==> config.mk <==
export PLATFORM = sky130hd
export DESIGN_NAME = threshold_peak_detector_top_flat
export DESIGN_NICKNAME = d
export VERILOG_FILES = /design/src/tpd_pkg.sv /design/src/tpd_if.sv /design/src/tpd_cfg.sv /design/src/tpd_detect.sv /design/src/tpd_out_reg.sv /design/src/threshold_peak_detector_top.sv /design/src/flat_wrapper.sv
export VERILOG_INCLUDE_DIRS = /design/src /design/src/src
export SDC_FILE = /design/constraint.sdc
export NUM_CORES = 1
export LEC_CHECK = 0
export BUFFER_PORTS_ARGS = -buffer_cell sky130_fd_sc_hd__buf_2
export CORE_ASPECT_RATIO = 0.7
export CORE_MARGIN = 2
export CORE_UTILIZATION = 54
export CTS_BUF_LIST = sky130_fd_sc_hd__clkbuf_4 sky130_fd_sc_hd__clkbuf_8 sky130_fd_sc_hd__clkbuf_16
export CTS_CLUSTER_SIZE = 40
export DETAILED_ROUTE_END_ITERATION = 16
export PLACE_DENSITY_LB_ADDON = 0.15
export REMOVE_ABC_BUFFERS = 1
export SETUP_SLACK_MARGIN = 0.02
export SYNTH_ARGS = -nofsm -noshare
export SYNTH_HDL_FRONTEND = slang
export SYNTH_SLANG_ARGS = --single-unit
==> constraint.sdc <==
create_clock -name clk -period 4.2 [get_ports clk]
set_input_delay 0.21 -clock clk [delete_from_list [all_inputs] [get_ports clk]]
set_output_delay 0.21 -clock clk [all_outputs]
set_load 0.02 [all_outputs]
==> src/threshold_peak_detector_top_assert.svh <==
// Assertion macros for the threshold peak detector.
`ifndef THRESHOLD_PEAK_DETECTOR_TOP_ASSERT_SVH
`define THRESHOLD_PEAK_DETECTOR_TOP_ASSERT_SVH

// Same-cycle implication, checked outside reset.
`define TPD_ASSERT_IMP(lbl, ante, cons) \
	lbl: assert property (@(posedge clk) disable iff (!arst_n) (ante) |-> (cons)) \
		else $error("tpd assertion failed");

// Next-cycle implication, checked outside reset.
`define TPD_ASSERT_NXT(lbl, ante, cons) \
	lbl: assert property (@(posedge clk) disable iff (!arst_n) (ante) |=> (cons)) \
		else $error("tpd assertion failed");

`endif

==> src/tpd_pkg.sv <==
// Package: widths, constants and shared types of the threshold peak detector.
package tpd_pkg;

	localparam int BUFFER_DEPTH   = 16384;
	localparam int PEAK_LIMIT_MAX = 64;

	localparam int SAMPLE_W = 16;
	localparam int IDX_W    = 14;
	localparam int CNT_W    = 7;
	localparam int CFG_IDX_W  = 2;
	localparam int CFG_DATA_W = 16;

	localparam int IDX_CAP_INT = (BUFFER_DEPTH - 1 > 16383) ? 16383 : BUFFER_DEPTH - 1;
	localparam logic [IDX_W-1:0] IDX_CAP = IDX_W'(IDX_CAP_INT);
	localparam logic [CNT_W-1:0] LIMIT_MAX = CNT_W'(PEAK_LIMIT_MAX);
	localparam logic [CNT_W-1:0] PEAK_QUOTA_RST = CNT_W'(64);

	// Register indexes of the configuration port
	localparam logic [CFG_IDX_W-1:0] REG_HEIGHT_THR    = 2'd0;
	localparam logic [CFG_IDX_W-1:0] REG_MIN_RUN_WIDTH = 2'd1;
	localparam logic [CFG_IDX_W-1:0] REG_PEAK_QUOTA    = 2'd2;

	typedef struct packed {
		logic signed [SAMPLE_W-1:0] height_thr;
		logic [IDX_W-1:0]           min_run_width;
		logic [CNT_W-1:0]           peak_quota;
	} cfg_t;

	typedef struct packed {
		logic             peak_found;
		logic [IDX_W-1:0] peak_center;
		logic [IDX_W-1:0] peak_width;
		logic [CNT_W-1:0] peak_count;
		logic             limit_reached;
		logic             frame_end;
	} result_t;

endpackage

==> src/tpd_if.sv <==
// Handshake interfaces for the sample and peak result channels.
interface tpd_sample_if;
	logic                                valid;
	logic                                ready;
	logic signed [tpd_pkg::SAMPLE_W-1:0] sample;
	logic                                last_sample;

	modport source (output valid, output sample, output last_sample, input ready);
	modport sink (input valid, input sample, input last_sample, output ready);
endinterface

interface tpd_peak_if;
	logic                          valid;
	logic                          ready;
	logic                          peak_found;
	logic [tpd_pkg::IDX_W-1:0]     peak_center;
	logic [tpd_pkg::IDX_W-1:0]     peak_width;
	logic [tpd_pkg::CNT_W-1:0]     peak_count;
	logic                          limit_reached;
	logic                          frame_end;

	modport source (output valid, output peak_found, output peak_center, output peak_width,
		output peak_count, output limit_reached, output frame_end, input ready);
	modport sink (input valid, input peak_found, input peak_center, input peak_width,
		input peak_count, input limit_reached, input frame_end, output ready);
endinterface

==> src/tpd_cfg.sv <==
// Configuration register file of the threshold peak detector.
module tpd_cfg (
	input  logic                               clk,
	input  logic                               arst_n,
	input  logic                               cfg_wr_en,
	input  logic [tpd_pkg::CFG_IDX_W-1:0]      cfg_index,
	input  logic [tpd_pkg::CFG_DATA_W-1:0]     cfg_wdata,
	output tpd_pkg::cfg_t                      cfg
);

	tpd_pkg::cfg_t cfg_q;

	always_ff @(posedge clk or negedge arst_n) begin
		if (!arst_n) begin
			cfg_q.height_thr    <= '0;
			cfg_q.min_run_width <= '0;
			cfg_q.peak_quota    <= tpd_pkg::PEAK_QUOTA_RST;
		end else if (cfg_wr_en) begin
			unique case (cfg_index)
				tpd_pkg::REG_HEIGHT_THR:    cfg_q.height_thr    <= cfg_wdata;
				tpd_pkg::REG_MIN_RUN_WIDTH: cfg_q.min_run_width <= cfg_wdata[tpd_pkg::IDX_W-1:0];
				tpd_pkg::REG_PEAK_QUOTA:    cfg_q.peak_quota    <= cfg_wdata[tpd_pkg::CNT_W-1:0];
				default: ; // drop writes to unused indexes
			endcase
		end
	end

	assign cfg = cfg_q;

endmodule

==> src/tpd_detect.sv <==
// Run tracking, peak acceptance and frame state of the peak detector.
module tpd_detect (
	input  logic                               clk,
	input  logic                               arst_n,
	input  tpd_pkg::cfg_t                      cfg,
	input  logic                               fire,
	input  logic signed [tpd_pkg::SAMPLE_W-1:0] sample,
	input  logic                               last_sample,
	output logic                               res_valid,
	output tpd_pkg::result_t                   res,
	output logic [tpd_pkg::IDX_W-1:0]          sample_index,
	output logic                               in_run,
	output logic                               limit_hit
);

	logic                      in_run_q, in_run_d;
	logic [tpd_pkg::IDX_W-1:0] run_start_q, run_start_d;
	logic [tpd_pkg::IDX_W-1:0] run_stop_q, run_stop_d;
	logic [tpd_pkg::IDX_W-1:0] index_q, index_d;
	logic [tpd_pkg::CNT_W-1:0] count_q, count_d;
	logic                      limit_q, limit_d;

	logic [tpd_pkg::CNT_W-1:0] limit;
	logic [tpd_pkg::IDX_W-1:0] run_w;
	logic [tpd_pkg::IDX_W:0]   run_sum;
	logic                      found;

	always_comb begin
		if (cfg.peak_quota == '0)
			limit = tpd_pkg::CNT_W'(1);
		else if (cfg.peak_quota > tpd_pkg::LIMIT_MAX)
			limit = tpd_pkg::LIMIT_MAX;
		else
			limit = cfg.peak_quota;
	end

	assign run_w   = run_stop_q - run_start_q;
	assign run_sum = {1'b0, run_start_q} + {1'b0, run_stop_q};

	always_comb begin
		in_run_d    = in_run_q;
		run_start_d = run_start_q;
		run_stop_d  = run_stop_q;
		index_d     = index_q;
		count_d     = count_q;
		limit_d     = limit_q;
		found       = 1'b0;

		if (!limit_q) begin
			if (sample >= cfg.height_thr) begin
				if (!in_run_q)
					run_start_d = index_q;
				in_run_d   = 1'b1;
				run_stop_d = index_q;
			end else if (in_run_q) begin
				if (run_stop_q >= run_start_q && run_w >= cfg.min_run_width) begin
					found   = 1'b1;
					count_d = count_q + tpd_pkg::CNT_W'(1);
					if (count_d >= limit)
						limit_d = 1'b1;
				end else begin
					run_stop_d = '0;
				end
				in_run_d = 1'b0;
			end
			if (index_q < tpd_pkg::IDX_CAP)
				index_d = index_q + tpd_pkg::IDX_W'(1);
		end

		res_valid         = found | last_sample;
		res.peak_found    = found;
		res.peak_center   = found ? run_sum[tpd_pkg::IDX_W:1] : '0;
		res.peak_width    = found ? run_w : '0;
		res.peak_count    = count_d;
		res.limit_reached = limit_d;
		res.frame_end     = last_sample;

		// clear the frame after its last sample; an open run is dropped
		if (last_sample) begin
			in_run_d    = 1'b0;
			run_start_d = '0;
			run_stop_d  = '0;
			index_d     = '0;
			count_d     = '0;
			limit_d     = 1'b0;
		end
	end

	always_ff @(posedge clk or negedge arst_n) begin
		if (!arst_n) begin
			in_run_q    <= 1'b0;
			run_start_q <= '0;
			run_stop_q  <= '0;
			index_q     <= '0;
			count_q     <= '0;
			limit_q     <= 1'b0;
		end else if (fire) begin
			in_run_q    <= in_run_d;
			run_start_q <= run_start_d;
			run_stop_q  <= run_stop_d;
			index_q     <= index_d;
			count_q     <= count_d;
			limit_q     <= limit_d;
		end
	end

	assign sample_index = index_q;
	assign in_run       = in_run_q;
	assign limit_hit    = limit_q;

endmodule

==> src/tpd_out_reg.sv <==
// Result register that drives the peak result channel.
module tpd_out_reg (
	input  logic             clk,
	input  logic             arst_n,
	input  logic             load,
	input  tpd_pkg::result_t res,
	output logic             free,
	tpd_peak_if.source       peaks
);

	logic             valid_q;
	tpd_pkg::result_t res_q;

	assign free = !valid_q || peaks.ready;

	always_ff @(posedge clk or negedge arst_n) begin
		if (!arst_n)
			valid_q <= 1'b0;
		else if (free)
			valid_q <= load;
	end

	always_ff @(posedge clk) begin
		if (free && load)
			res_q <= res;
	end

	assign peaks.valid         = valid_q;
	assign peaks.peak_found    = res_q.peak_found;
	assign peaks.peak_center   = res_q.peak_center;
	assign peaks.peak_width    = res_q.peak_width;
	assign peaks.peak_count    = res_q.peak_count;
	assign peaks.limit_reached = res_q.limit_reached;
	assign peaks.frame_end     = res_q.frame_end;

endmodule

==> src/threshold_peak_detector_top.sv <==
// Threshold peak detector with minimum run width: top level.
//
// Samples enter on the samples channel, one per transaction, with last_sample
// marking the end of a frame. A result leaves on the peaks channel for each
// accepted peak and for every last sample (frame_end = 1, with the count).
// Samples that neither close an accepted peak nor end a frame give no result.
// Configuration is written through cfg_wr_en / cfg_index / cfg_wdata:
// index 0 height threshold, 1 min_run_width, 2 peak limit; write only while idle.
// A result passes through two registers: the sample's transaction loads the input
// register, and the state update then loads the result register unless the
// receiver stalls. Throughput: one sample per cycle while the receiver does
// not stall.
// When the receiver stalls, the result register holds and the input register
// keeps at most one more sample; ready then drops until the result is taken.
// Reset clears the frame state, empties both registers and loads
// threshold 0, min_run_width 0 and a peak limit of 64.
`include "threshold_peak_detector_top_assert.svh"

module threshold_peak_detector_top (
	input  logic                           clk,
	input  logic                           arst_n,
	input  logic                           cfg_wr_en,
	input  logic [tpd_pkg::CFG_IDX_W-1:0]  cfg_index,
	input  logic [tpd_pkg::CFG_DATA_W-1:0] cfg_wdata,
	tpd_sample_if.sink                     samples,
	tpd_peak_if.source                     peaks
);

	tpd_pkg::cfg_t    cfg;
	tpd_pkg::result_t res;
	logic             res_valid;
	logic             free;
	logic             fire;

	logic                                valid_s1;
	logic signed [tpd_pkg::SAMPLE_W-1:0] sample_s1;
	logic                                last_s1;

	logic [tpd_pkg::IDX_W-1:0] sample_index;
	logic                      in_run;
	logic                      limit_hit;

	tpd_cfg u_cfg (
		.clk       (clk),
		.arst_n    (arst_n),
		.cfg_wr_en (cfg_wr_en),
		.cfg_index (cfg_index),
		.cfg_wdata (cfg_wdata),
		.cfg       (cfg)
	);

	assign samples.ready = !valid_s1 || free;
	assign fire          = valid_s1 && free;

	always_ff @(posedge clk or negedge arst_n) begin
		if (!arst_n)
			valid_s1 <= 1'b0;
		else if (samples.ready)
			valid_s1 <= samples.valid;
	end

	always_ff @(posedge clk) begin
		if (samples.ready && samples.valid) begin
			sample_s1 <= samples.sample;
			last_s1   <= samples.last_sample;
		end
	end

	tpd_detect u_detect (
		.clk          (clk),
		.arst_n       (arst_n),
		.cfg          (cfg),
		.fire         (fire),
		.sample       (sample_s1),
		.last_sample  (last_s1),
		.res_valid    (res_valid),
		.res          (res),
		.sample_index (sample_index),
		.in_run       (in_run),
		.limit_hit    (limit_hit)
	);

	tpd_out_reg u_out_reg (
		.clk    (clk),
		.arst_n (arst_n),
		.load   (fire && res_valid),
		.res    (res),
		.free   (free),
		.peaks  (peaks)
	);

	// a frame that hit its limit has no run open
	`TPD_ASSERT_IMP(a_limit_no_run, limit_hit, !in_run)
	// the frame state starts over after the last sample
	`TPD_ASSERT_NXT(a_frame_clear, fire && last_s1, sample_index == '0 && !limit_hit)
	// twice the center of a run reaches at least its width less one
	`TPD_ASSERT_IMP(a_center_width, peaks.valid && peaks.peak_found,
		({1'b0, peaks.peak_center, 1'b0} + 16'd1) >= {2'b00, peaks.peak_width})
	// a result without a peak carries no peak geometry and ends a frame
	`TPD_ASSERT_IMP(a_no_peak_zero, peaks.valid && !peaks.peak_found,
		peaks.peak_center == '0 && peaks.peak_width == '0 && peaks.frame_end)

endmodule

==> src/flat_wrapper.sv <==
// flat-port wrapper written by rule: the top's interface ports become plain ports
module threshold_peak_detector_top_flat 
  (clk, arst_n, cfg_wr_en, cfg_index, cfg_wdata, samples_valid, samples_sample, samples_last_sample, samples_ready, peaks_valid, peaks_peak_found, peaks_peak_center, peaks_peak_width, peaks_peak_count, peaks_limit_reached, peaks_frame_end, peaks_ready);
  tpd_sample_if samples_i ();
  tpd_peak_if peaks_i ();
  input  logic clk;
  input  logic arst_n;
  input  logic cfg_wr_en;
  input  logic [tpd_pkg::CFG_IDX_W-1:0] cfg_index;
  input  logic [tpd_pkg::CFG_DATA_W-1:0] cfg_wdata;
  input wire logic [$bits(samples_i.valid)-1:0] samples_valid;
  input wire logic [$bits(samples_i.sample)-1:0] samples_sample;
  input wire logic [$bits(samples_i.last_sample)-1:0] samples_last_sample;
  output wire logic [$bits(samples_i.ready)-1:0] samples_ready;
  output wire logic [$bits(peaks_i.valid)-1:0] peaks_valid;
  output wire logic [$bits(peaks_i.peak_found)-1:0] peaks_peak_found;
  output wire logic [$bits(peaks_i.peak_center)-1:0] peaks_peak_center;
  output wire logic [$bits(peaks_i.peak_width)-1:0] peaks_peak_width;
  output wire logic [$bits(peaks_i.peak_count)-1:0] peaks_peak_count;
  output wire logic [$bits(peaks_i.limit_reached)-1:0] peaks_limit_reached;
  output wire logic [$bits(peaks_i.frame_end)-1:0] peaks_frame_end;
  input wire logic [$bits(peaks_i.ready)-1:0] peaks_ready;
  assign samples_i.valid = samples_valid;
  assign samples_i.sample = samples_sample;
  assign samples_i.last_sample = samples_last_sample;
  assign samples_ready = samples_i.ready;
  assign peaks_valid = peaks_i.valid;
  assign peaks_peak_found = peaks_i.peak_found;
  assign peaks_peak_center = peaks_i.peak_center;
  assign peaks_peak_width = peaks_i.peak_width;
  assign peaks_peak_count = peaks_i.peak_count;
  assign peaks_limit_reached = peaks_i.limit_reached;
  assign peaks_frame_end = peaks_i.frame_end;
  assign peaks_i.ready = peaks_ready;
  threshold_peak_detector_top u_core (.clk(clk), .arst_n(arst_n), .cfg_wr_en(cfg_wr_en), .cfg_index(cfg_index), .cfg_wdata(cfg_wdata), .samples(samples_i), .peaks(peaks_i));
endmodule
==> run metrics <==
setup ws final=0.101 ns; initial detailed-routing violation count=389; Syn Inst Count=720; vias per std cell=5.66; Clk pin slew, worst setup/hold paths=0.06 ns; Slowest cell on crit path=dfrtp_1; layout cell share with drive strength beyond 1=0.242; DP Worst Slack=-0.0398 ns; Crit path largest cell delay=0.41 ns; # setup viols final=0; Fillers=1,104; Req. time, crit path=4.34 ns; initial antenna violation count=0; final WL=18,900 um; 1st-pass router iterations=6; first-pass GRT wire length=30,400 um; period utilization=0.976; layer carrying the most global-route usage=met2; reg-to-reg startpoint=u_core.u_detect.run_stop_q[1]$_DFFE_PN0P_; hpwl dp=12,800 um; cell breakdown of the critical path=buf_4, inv_2, fa_2, nor2b_1, o31a_1, o31ai_4, nand2_2, a21o_1, a21oi_2, xnor2_1, ha_1, nand4_1, a211oi_2, a2bb2oi_2, nand3_4, a21o_1, clkinv_4, clkbuf_16; synth warn=0; Hold Path Sink=u_core.u_cfg.cfg[28]$_DFFE_PN0P_; Die Span X=148 um; FF-to-FF End=u_core.u_out_reg.peaks.peak_center[4]$_SDFFCE_PN0P_; Mean Syn Cell Area=10.9 sq um; asr flop ratio synth=0.621; CTS buffer count=17; Critical Path End Type=flop; worst slew pin tran=0.916 ns; top-area cell type share of the netlist area=0.284; antenna cell count=0; headroom to the max-slew limit=0.389; Vias=5,974; sequential-to-total area share from yosys stat=0.498; critical-path maximum fanout=6; min cycle time layout=4.10 ns; top_reg_cell synth=dfrtp_1; GRT overflow=0; global-route met2 utilization=0.386; DRC violations left=0; Hold Path Origin=cfg_wdata[7]; clk buf depth=2; cell taking the most area after synthesis=dfrtp_1; initial core utilization=0.558; All-Layer GR Usage=0.251; number of synthesized flops with an enable pin=55; Root Driver=clkbuf_16; # port buffers=79; clk sinks=145; Final Max Tran Viols=0; met1 Use GR=0.354; WP data arrival=4.24 ns; synth top area cells=dfrtp_1 (28%), edfxtp_1 (21%), ha_1 (11%); Most common cell on crit path=a21o_1; clk_skew=0.00579 ns; H-tree depth=4; number of global-route vias before repair=5,957; post-synth cell types=68; final core occ=0.691; max-cap viol count=0; clk_lat worst skew=0.43 ns; core box area=14,100 sq um; FMAX=244 MHz; area of the mapped netlist=7850 sq um; Ports=80; # nets final=961; Rows=36; Hold Vio Cnt, Final=0; Pwr Density=523 nW/um^2; Register-to-Register Path Depth=18; WHS Path Cells=3; worst vdd ir=330 uV; Die Span Y=105 um; FF-to-FF setup slack=0.10 ns; largest net degree at the start of global routing=48; leakage=4.45 nW; commonest cells after routing, fill and taps aside=dfrtp_1 (89), buf_2 (78), ha_1 (64), inv_1 (63), edfxtp_1 (55); flops & latches, synth=145; Final Wtd Congestion=0.827; Setup crit start kind=flop; status=completed; GR met3 Demand/Resource=0.0524; die area=15,500 sq um; layout overhead on the synthesized area=23.7%; commonest non-fill, non-tap cell in the layout=dfrtp_1; Hold Crit Class=in -> reg; unrepaired setup endpoints after global routing=true; Antenna Nets Post-Route=0; WL per Instance=17.9 um; CTS tree=done; Setup CP Type=reg -> reg
[cell usage after synthesis (all sizes together), types with 24 or more instances]
master / count
o21ai: 39
a22o: 29
edfxtp: 55
ha: 67
nand2: 49
a21oi: 32
nor2: 54
mux2: 25
dfrtp: 89
xnor2: 24
inv: 66
[routing by layer]
metal / routed length (um) / vias to the layer above / part of all wire
met5: 0 / - / 0
met4: 375 / 0 / 0.020
met3: 935 / 28 / 0.050
met2: 8810 / 171 / 0.47
met1: 8730 / 2954 / 0.46
li1: - / 2821 / -
[through the flow]
stage	hold WS [ns]	TNS (ns)	area, sq um	power, W	std cells
final	0.0160	0	9710	0.00508	1055
after global routing	0.0150	-3.87	9710	0.00537	1055
after CTS	0.00170	0	9510	0.00497	1046
after detailed placement	0.269	-1.67	8570	0.00328	986
after global placement	0.255	0	8570	0.00322	986
after floorplan	-0.0856	-21.05	7720	0.00277	692
[where the power goes]
part           switching (W)  internal (W)
sequential          0.000119       0.00164
clock               0.000578      0.000929
combinational       0.000933      0.000878
total                0.00163       0.00345
[state kept, by name, summed over array words and instances, names as in the netlist, 7 cells and up]
register	flops
u_core.u_detect.run_start_q	14
u_core.u_detect.count_q	7
u_core.u_out_reg.peaks.peak_width	14
u_core.u_detect.run_stop_q	14
u_core.u_detect.sample_index	14
u_core.u_out_reg.peaks.peak_center	14
u_core.sample_s1	16
u_core.u_cfg.cfg	37
u_core.u_out_reg.peaks.peak_count	7
[worst max-delay path, delay by kind of cell, from the launching register on]
| family | cells | cell delay, ns |
|---|---|---|
| compound gates | 7 | 1.70 |
| xor+xnor | 1 | 0.10 |
| fa+ha+maj | 2 | 0.54 |
| buf+inv | 4 | 0.58 |
| flops | 1 | 0.41 |
| simple gates | 4 | 0.46 |
[worst max-delay path by stage]
stage,from,endpoint,slack [ns],cells past startpoint
after floorplan,u_core.u_detect.run_start_q[1]$_DFFE_PN0P_,u_core.u_out_reg.peaks.frame_end$_DFFE_PP_,-0.55,16
after global routing,u_core.u_detect.run_stop_q[1]$_DFFE_PN0P_,u_core.u_out_reg.peaks.peak_center[4]$_SDFFCE_PN0P_,-0.11,18
after global placement,u_core.u_detect.run_start_q[1]$_DFFE_PN0P_,u_core.u_detect.run_stop_q[0]$_DFFE_PN0P_,0.07,18
after CTS,u_core.u_detect.run_start_q[1]$_DFFE_PN0P_,u_core.u_detect.run_stop_q[0]$_DFFE_PN0P_,0.002,19
after detailed placement,u_core.u_detect.run_start_q[1]$_DFFE_PN0P_,u_core.u_out_reg.peaks.peak_center[13]$_SDFFCE_PN0P_,-0.04,17
final,u_core.u_detect.run_stop_q[1]$_DFFE_PN0P_,u_core.u_out_reg.peaks.peak_center[4]$_SDFFCE_PN0P_,0.10,18
[area by class of cell]
| cell class | count | area (sq um) | share of cell area |
|---|---|---|---|
| clock buffer | 22 | 482 | 0.0496 |
| clock inverter | 10 | 109 | 0.0112 |
| inverter | 67 | 256 | 0.0264 |
| multi-input combinational | 481 | 3720 | 0.383 |
| sequential | 145 | 3910 | 0.402 |
| tap | 190 | 238 | 0.0245 |
| timing repair buffer | 140 | 998 | 0.103 |
[cells by family (layout without fill, tap and decap cells)]
family                     count (synthesis)  after routing  synth area share
adders and majority gates                 69             69             0.112
and+or+nand+nor                          189            189             0.120
buffers and inverters                     95            239            0.0488
xor gates and xnor gates                  39             39            0.0435
muxes                                     26             26            0.0371
AOI/OAI and AO/OA                        157            158             0.141
DFF                                      145            145             0.498
[timing repair]
item | in CTS | in global routing
buffers inserted | 4 | 5
pin swaps | 7 | 12
hold buffers | 22 | 0
endpoints found under the setup margin | 64 | 91
hold endpoints to repair | 66 | 0
cloned | 2 | 4
resized for setup | 14 | 17
Power figures use the tool's default switching activity.
